$ cat src/rtl/nccm_pkg.sv
// Package for the neighbor color contrast block: payload structs, job descriptor and FSM states.
// No dependencies.
`default_nettype none
package nccm_pkg;

  typedef struct packed {
    logic [7:0] red;
    logic [7:0] green;
    logic [7:0] blue;
  } in_item_t;

  typedef struct packed {
    logic [10:0] pos_x;
    logic [11:0] pos_y;
    logic [17:0] max_sq_distance;
    logic [12:0] distance_fixed;
    logic        run_last;
    logic        frame_last;
  } out_item_t;

  localparam logic [0:0] CFG_WIDTH  = 1'b0;
  localparam logic [0:0] CFG_HEIGHT = 1'b1;

  // One result job: window snapshot plus position and neighbor mask.
  typedef struct packed {
    logic [8:0][23:0] win;
    logic [1:0]       wr;
    logic [1:0]       wc;
    logic [10:0]      px;
    logic [11:0]      py;
    logic [7:0]       nmask;
    logic             run_last;
    logic             frame_last;
  } job_t;

  typedef enum logic [1:0] {
    BK_IDLE, BK_DIST, BK_SQRT, BK_OUT
  } bk_state_t;

endpackage
`default_nettype wire

$ cat src/rtl/nccm_back.sv
// Back end: per job, scan neighbors for max squared distance, then integer square root.
// Depends on nccm_pkg.
`default_nettype none
module nccm_back
  import nccm_pkg::*;
(
  input  wire logic  clk,
  input  wire logic  rst_n,
  input  wire logic  job_valid,
  output logic       job_ready,
  input  wire job_t  job,
  output logic       out_valid,
  input  wire logic  out_ready,
  output out_item_t  out_data
);
  bk_state_t state_r, state_nxt;
  job_t      job_r;
  logic [2:0]  idx_r;
  logic [17:0] best_r;
  logic [25:0] rem_r;
  logic [12:0] root_r;
  logic [3:0]  step_r;

  // Neighbor window index for offset idx around center (wr, wc)
  logic [1:0] roff, coff;
  logic [3:0] wi;
  logic [23:0] nb, ce;
  logic signed [8:0] dr, dg, db;
  logic [17:0] sq_now;
  always_comb begin
    case (idx_r)
      3'd0: begin roff = 2'd0; coff = 2'd0; end
      3'd1: begin roff = 2'd0; coff = 2'd1; end
      3'd2: begin roff = 2'd0; coff = 2'd2; end
      3'd3: begin roff = 2'd1; coff = 2'd0; end
      3'd4: begin roff = 2'd1; coff = 2'd2; end
      3'd5: begin roff = 2'd2; coff = 2'd0; end
      3'd6: begin roff = 2'd2; coff = 2'd1; end
      default: begin roff = 2'd2; coff = 2'd2; end
    endcase
    wi = 4'(({2'b00, job_r.wr} + {2'b00, roff} - 4'd1) * 4'd3
            + {2'b00, job_r.wc} + {2'b00, coff} - 4'd1);
    nb = job_r.win[wi];
    ce = job_r.win[4'(job_r.wr * 3 + job_r.wc)];
    dr = 9'(nb[23:16]) - 9'(ce[23:16]);
    dg = 9'(nb[15:8])  - 9'(ce[15:8]);
    db = 9'(nb[7:0])   - 9'(ce[7:0]);
    sq_now = 18'(dr * dr) + 18'(dg * dg) + 18'(db * db);
  end

  // Square root step: one result bit per cycle over value * 256
  logic [27:0] trial;
  logic [25:0] rem_sh;
  always_comb begin
    rem_sh = {rem_r[23:0], 2'b00} | 26'(({best_r, 8'd0} >> (2 * step_r)) & 26'd3);
    trial  = {13'd0, root_r, 2'b01};
  end

  always_comb begin
    state_nxt = state_r;
    job_ready = 1'b0;
    out_valid = 1'b0;
    case (state_r)
      BK_IDLE: begin
        job_ready = 1'b1;
        if (job_valid) state_nxt = BK_DIST;
      end
      BK_DIST: if (idx_r == 3'd7) state_nxt = BK_SQRT;
      BK_SQRT: if (step_r == 4'd0) state_nxt = BK_OUT;
      BK_OUT: begin
        out_valid = 1'b1;
        if (out_ready) state_nxt = BK_IDLE;
      end
      default: state_nxt = BK_IDLE;
    endcase
  end

  always_ff @(posedge clk) begin
    if (!rst_n) state_r <= BK_IDLE;
    else state_r <= state_nxt;
    case (state_r)
      BK_IDLE: begin
        job_r <= job; idx_r <= '0; best_r <= '0;
        rem_r <= '0; root_r <= '0; step_r <= 4'd12;
      end
      BK_DIST: begin
        if (job_r.nmask[idx_r] && sq_now > best_r) best_r <= sq_now;
        idx_r <= idx_r + 1'b1;
      end
      BK_SQRT: begin
        if ({2'b00, rem_sh} >= trial) begin
          rem_r  <= 26'({2'b00, rem_sh} - trial);
          root_r <= {root_r[11:0], 1'b1};
        end else begin
          rem_r  <= rem_sh;
          root_r <= {root_r[11:0], 1'b0};
        end
        step_r <= step_r - 1'b1;
      end
      default: ;
    endcase
  end

  always_comb begin
    out_data.pos_x           = job_r.px;
    out_data.pos_y           = job_r.py;
    out_data.max_sq_distance = best_r;
    out_data.distance_fixed  = root_r;
    out_data.run_last        = job_r.run_last;
    out_data.frame_last      = job_r.frame_last;
  end
endmodule
`default_nettype wire
$ cat config.mk
export PLATFORM = sky130hd
export DESIGN_NAME = nccm_back
export DESIGN_NICKNAME = d
export VERILOG_FILES = /design/src/rtl/nccm_pkg.sv /design/src/rtl/nccm_back.sv
export SDC_FILE = /design/constraint.sdc
export NUM_CORES = 1
export LEC_CHECK = 0
export ABC_AREA = 1
export CAP_MARGIN = 20
export CORE_ASPECT_RATIO = 0.75
export CORE_MARGIN = 2
export CORE_UTILIZATION = 49
export DETAILED_ROUTE_END_ITERATION = 8
export DONT_BUFFER_PORTS = 1
export SLEW_MARGIN = 20
export SYNTH_ARGS = -nofsm -noshare
export SYNTH_HDL_FRONTEND = slang
export SYNTH_SLANG_ARGS = --single-unit
export TNS_END_PERCENT = 50
$ cat constraint.sdc
create_clock -name clk -period 15.15 [get_ports clk]
set_input_delay 3.03 -clock clk [delete_from_list [all_inputs] [get_ports clk]]
set_output_delay 3.03 -clock clk [all_outputs]
set_load 0.01 [all_outputs]
==> results.ini, run 1 <==
[outcome]
status = finished clean

[floorplanning]
initial_utilization = 0.494
dieArea_mm2 = 0.0550
die_w_um = 270
coreArea_mm2 = 0.0527
placementRows = 73
die_h_um = 204
io_pins = 315

[grt]
grt_pass1_wl_um = 113000
grt_overflow = 0
track_usage = 0.267
first_global_vias = 19400
antenna_found_initial = 36
grt_max_degree = 151

[timing]
period_minus_slack_ns = 14.15
finalSetupTns_ns = 0
finClkSkew_ns = 0.0185
finalCritPeriodShare = 0.934
max_slew.worst_pin.slew_ns = 1.04
finalSetupViolCount = 0
finalHoldViolations = 0
rsz0062_at_grt = false
slew_headroom = 0.303
slew_violations = 0
max_freq_mhz = 70.7

[hold_path]
hold_path_depth = 2
hold_path.class = reg -> reg
hold_end = state_r[1]
hold_path_startpoint = state_r[1]

[placement]
place_congestion = 0.912
hpwl_um = 56300
io_buffers = 0

[critical_path]
cp.arrival_ns = 14.37
worstPathMaxFanout = 25
cp_slowest_stage_delay_ns = 0.58
cpMostUsedCell = fa_1
cp.required_ns = 15.38
reg2regPathDepth = 59
criticalPathCategory = reg -> reg
start_kind = register
crit_family = adder cells
r2r-end = best_r[4]
r2r_start = idx_r[0]
worst-r2r-setup-slack_ns = 1.00
worst_path_max_delay_cell = fa_1
endpoint_kind = register
critPathBufInv = 11

[synth]
synth.distinct_cells = 60
ys_ff_latch = 317
yosys_warnings = 0
synthesis.area_mm2 = 0.0260
synth_edf_count = 315
synthArstFlopShare = 0
synthFlopType = edfxtp_1
synth.net_count = 3480
netlist_instances = 2809
yosysSeqAreaShare = 0.365
synth_area_per_cell_um2 = 9.26

[clock_tree]
clock-sinks = 317
clkLatencyLatePin_ns = 0.54
cts_htree_levels = 2
cts_made_buffers = 36
clk_pin_slew_ns = 0.06
root_buffer = clkbuf_16
clockBufferDepth = 3
cts_tree = built

[layout]
layout-drive-gt1-share = 0.0519
multi_input_area_mm2 = 0.0139
area_delta_synth_final_pct = 6.71
seqCellArea_mm2 = 0.00950
fillCellCount = 4784
final_nets = 3420

[routing]
drt_iter0_markers = 1864
viasPerCell = 5.47
drcViolationCount = 0
wl_per_cell_um = 20.7
first_pass_iters = 7
vias = 19200
ant_nets = 0
wl_um = 72600

[job]
max-cap-violations = 0

==> state kept, by name, summed over array words and instances (netlist names) <==
register / count
job_r: 228
out_data: 25
rem_r: 24
best_r: 18
root_r: 13
step_r: 4
idx_r: 3
state_r: 2
==> placed cells by master, fill, tap and decap left out, drive strengths merged, types with 3 or more instances in the layout <==
cell type | Yosys | layout
a21oi | 208 | 208
clkbuf | 77 | 47
o21bai | 7 | 7
xor2 | 39 | 39
a32o | 6 | 6
buf | 45 | 24
o21ai | 222 | 222
a211oi | 11 | 11
o31ai | 3 | 3
nand2 | 389 | 389
or2 | 13 | 13
a22oi | 7 | 7
fa | 233 | 233
a31o | 4 | 4
clkinvlp | 0 | 4
inv | 561 | 565
edfxtp | 315 | 315
a31oi | 3 | 3
o2111ai | 6 | 6
nor2 | 244 | 244
diode | 0 | 25
nor4 | 5 | 5
nand3 | 120 | 120
ha | 181 | 181
nor3 | 16 | 16
clkinv | 7 | 15
o221ai | 6 | 6
o211ai | 28 | 28
xnor2 | 23 | 23
nand4 | 4 | 4
a21o | 12 | 12
==> final cells by class <==
| type | instances | area share |
|---|---|---|
| Inverter | 568 | 0.0771 |
| Multi-Input combinational cell | 1802 | 0.499 |
| Clock buffer | 47 | 0.0347 |
| Antenna cell | 25 | 0.00225 |
| Timing Repair Buffer | 24 | 0.00694 |
| Clock inverter | 18 | 0.00599 |
| Tap cell | 712 | 0.0321 |
| Sequential cell | 317 | 0.342 |
==> worst reg2reg max path: cells and delay by family, from the launching register on <==
family          cells  cell delay [ns]
compound gates     14             2.56
xor+xnor            1             0.22
fa+ha+maj          17             7.03
buf+inv            11             1.76
flops               1             0.50
simple gates       16             1.78
==> synthesized netlist by cell type (22+ instances only) <==
master      n  area (um^2)
o21ai_0   208         1040
inv_1     552         2070
xnor2_1    22          193
clkbuf_1   76          285
o211ai_1   27          203
ha_1      181         2260
a21oi_1   204         1020
nand3_1   118          591
nand2_1   379         1420
xor2_1     38          333
edfxtp_1  315         9460
buf_4      26          195
nor2_1    239          897
fa_1      233         4660
==> per-stage QoR <==
stage / cell area [um^2] / hold slack, ns / instances / setup WS (ns) / util
after floorplan: 26000 / 0.490 / 2809 / 1.35 / -
after global placement: 26500 / 0.554 / 3421 / 1.27 / 0.504
after detailed placement: 26500 / 0.568 / 3421 / 0.819 / 0.504
after CTS: 27700 / 0.576 / 3486 / 0.733 / 0.525
after global routing: 27700 / 0.606 / 3503 / 0.0179 / 0.526
final: 27800 / 0.588 / 3513 / 1.00 / 0.527
==> kinds of logic after synthesis <==
kind of cell    synth area share
compound gates             0.115
xor+xnor                  0.0214
flops                      0.365
mux                     0.000385
simple gates               0.127
buf+inv                    0.105
fa+ha+maj                  0.266
==> routing by layer <==
layer  track usage  routed length [um]  part of all wire  up-vias
li1              -                   -                 -     8988
met1         0.364               31600              0.43     9354
met2         0.421               32900              0.45      715
met3        0.0683                5960             0.082      130
met4        0.0837                2030             0.028       22
met5             0                 150            0.0021        -
==> worst max-delay path by stage <==
stage | startpoint | to | slack (ns) | cells past startpoint
detailed placement | idx_r[0] | best_r[0] | 0.82 | 65
floorplan | idx_r[0] | best_r[0] | 1.35 | 64
finish | idx_r[0] | best_r[4] | 1.00 | 59
global placement | idx_r[0] | best_r[1] | 1.27 | 65
CTS | idx_r[0] | best_r[4] | 0.73 | 65
global route | idx_r[0] | best_r[4] | 0.02 | 59
==> repair_timing <==
action,in CTS,in global routing
setup endpoints to repair,0,18
hold endpoints to repair,0,0
hold buffers,0,0
buffers inserted,0,2
gates resized for setup,0,4
Power of run 1 is left out: the tool's default activity adds up to more than one toggle a clock period on the data nets, which glitch-free logic cannot reach.
==> run 2, diff against run 1 <==
- CTS_BUF_LIST: default -> sky130_fd_sc_hd__clkbuf_8
==> run 2 against run 1 <==
  * Count of clock-buffer cells in the layout increased by 4
  * Worst setup slack got worse by 0.0030 ns
  * Maximum frequency about the same
  * Largest cell class unchanged
==> results.ini, run 2 (synthesis gave the netlist of run 1 again) <==
[floorplanning]
die_w_um = 270  ; unchanged
coreArea_mm2 = 0.0527  ; unchanged
die_h_um = 204  ; unchanged
placementRows = 73  ; unchanged
initial_utilization = 0.494  ; unchanged
io_pins = 315  ; unchanged
dieArea_mm2 = 0.0550  ; unchanged

[critical_path]
worst_path_max_delay_cell = fa_1
cp.arrival_ns = 14.46  ; +0.09 ns
start_kind = register
cp_slowest_stage_delay_ns = 0.58  ; about the same
criticalPathCategory = reg -> reg
cpMostUsedCell = fa_1
endpoint_kind = register
cp.required_ns = 15.46  ; +0.08 ns
worst-r2r-setup-slack_ns = 1.00  ; about the same
worstPathMaxFanout = 25  ; unchanged

[placement]
place_congestion = 0.912  ; unchanged
dp_slack_ns = 0.819  ; unchanged
io_buffers = 0  ; unchanged
hpwl_um = 56300  ; unchanged

[layout]
area_delta_synth_final_pct = 6.12
regMostFlops = job_r
final_common_cell = inv_1
final_nets = 3435  ; +0.44%
largest_reg_flops = 228  ; unchanged
final_cell_mix = 558 x inv_1, 378 x nand2_1, 315 x edfxtp_1
seqCellArea_mm2 = 0.00950  ; unchanged
layout-drive-gt1-share = 0.0571  ; +0.00519
fillCellCount = 4822  ; +0.79%
multi_input_area_mm2 = 0.0139  ; unchanged
fin_util = 0.524  ; -0.00294

[timing]
layout_setup_ws_ns = 1.00  ; -0.00298 ns
max_freq_mhz = 70.7  ; about the same
slew_violations = 0  ; unchanged
worst_hold_slack_ns = 0.590  ; +0.00133 ns
period_minus_slack_ns = 14.15  ; +0.00298 ns
slew_headroom = 0.313  ; +0.0101
finalSetupViolCount = 0  ; unchanged
finalSetupTns_ns = 0  ; unchanged
finClkSkew_ns = 0.0335  ; +0.0150 ns
finalCritPeriodShare = 0.934  ; about the same
rsz0062_at_grt = false
max_slew.worst_pin.slew_ns = 1.03  ; -0.0151 ns
finalHoldViolations = 0  ; unchanged

[job]
max-cap-violations = 0  ; unchanged

[routing]
drt_iter0_markers = 1876  ; +0.64%
wl_per_cell_um = 20.6  ; -0.33%
vias = 19300  ; +0.56%
drcViolationCount = 0  ; unchanged
viasPerCell = 5.46  ; -0.21%
wl_um = 72900  ; +0.43%
ant_nets = 0  ; unchanged
first_pass_iters = 6  ; -1

[clock_tree]
cts_htree_levels = 2  ; unchanged
clockBufferDepth = 3  ; unchanged
root_buffer = clkbuf_8
cts_tree = built
hold_buffers = 0  ; unchanged
clk_pin_slew_ns = 0.07  ; about the same
cts_made_buffers = 51  ; +42%
clock-sinks = 317  ; unchanged
clkLatencyLatePin_ns = 0.62  ; +0.08 ns

[outcome]
status = finished clean

[grt]
first_global_vias = 19600  ; +0.74%
antenna_found_initial = 38  ; +5.6%
grt_overflow = 0  ; unchanged
grt_pass1_wl_um = 113000  ; +0.23%
grt_max_degree = 151  ; unchanged
track_usage = 0.268  ; +0.000734

[hold_path]
hold_path.class = reg -> reg

-- run 2: path summary, 6_finish.rpt --
path,start,endpoint,cells past startpoint
min reg2reg,state_r[1],state_r[1],2
min,state_r[1],state_r[1],2
max,idx_r[0],best_r[4],59
max reg2reg,idx_r[0],best_r[4],59
-- run 2: final cells by class --
| cell class | count | share of cell area |
|---|---|---|
| clock buffer | 51 | 0.0254 |
| sequential | 317 | 0.344 |
| clock inverter | 42 | 0.00997 |
| inverter | 568 | 0.0775 |
| multi-input combinational | 1802 | 0.502 |
| tap | 712 | 0.0323 |
| antenna | 24 | 0.00218 |
| timing repair buffer | 24 | 0.00698 |
-- run 2: timing repair --
item / 4_1_cts / 5_1_grt
hold endpoints to repair: 0 / 0
setup buffers: 0 / 2
resized for setup: 0 / 4
endpoints found under the setup margin: 0 / 18
-- run 2: layer usage --
layer	routed length [um]	vias up	global-route usage
met1	31600	9409	0.361
met5	188	-	0
met4	2050	28	0.0861
li1	-	9016	-
met2	33300	727	0.424
met3	5780	136	0.0695
-- run 2: critical path: cells and delay by family, from the launching register on --
kind                     cells  cell delay, ns
AND/OR/NAND/NOR             16            1.78
flip-flops                   1            0.51
buffers and inverters       11            1.76
adder cells (fa/ha/maj)     17            7.01
AO/OA/AOI/OAI               14            2.54
XOR/XNOR                     1            0.22
-- run 2: stage by stage --
stage / std cells / area (um^2)
CTS: 3514 / 27500
finish: 3540 / 27600
global placement: 3421 / 26500
floorplan: 2809 / 26000
detailed placement: 3421 / 26500
global route: 3532 / 27600
Power of run 2 is left out for the same reason.
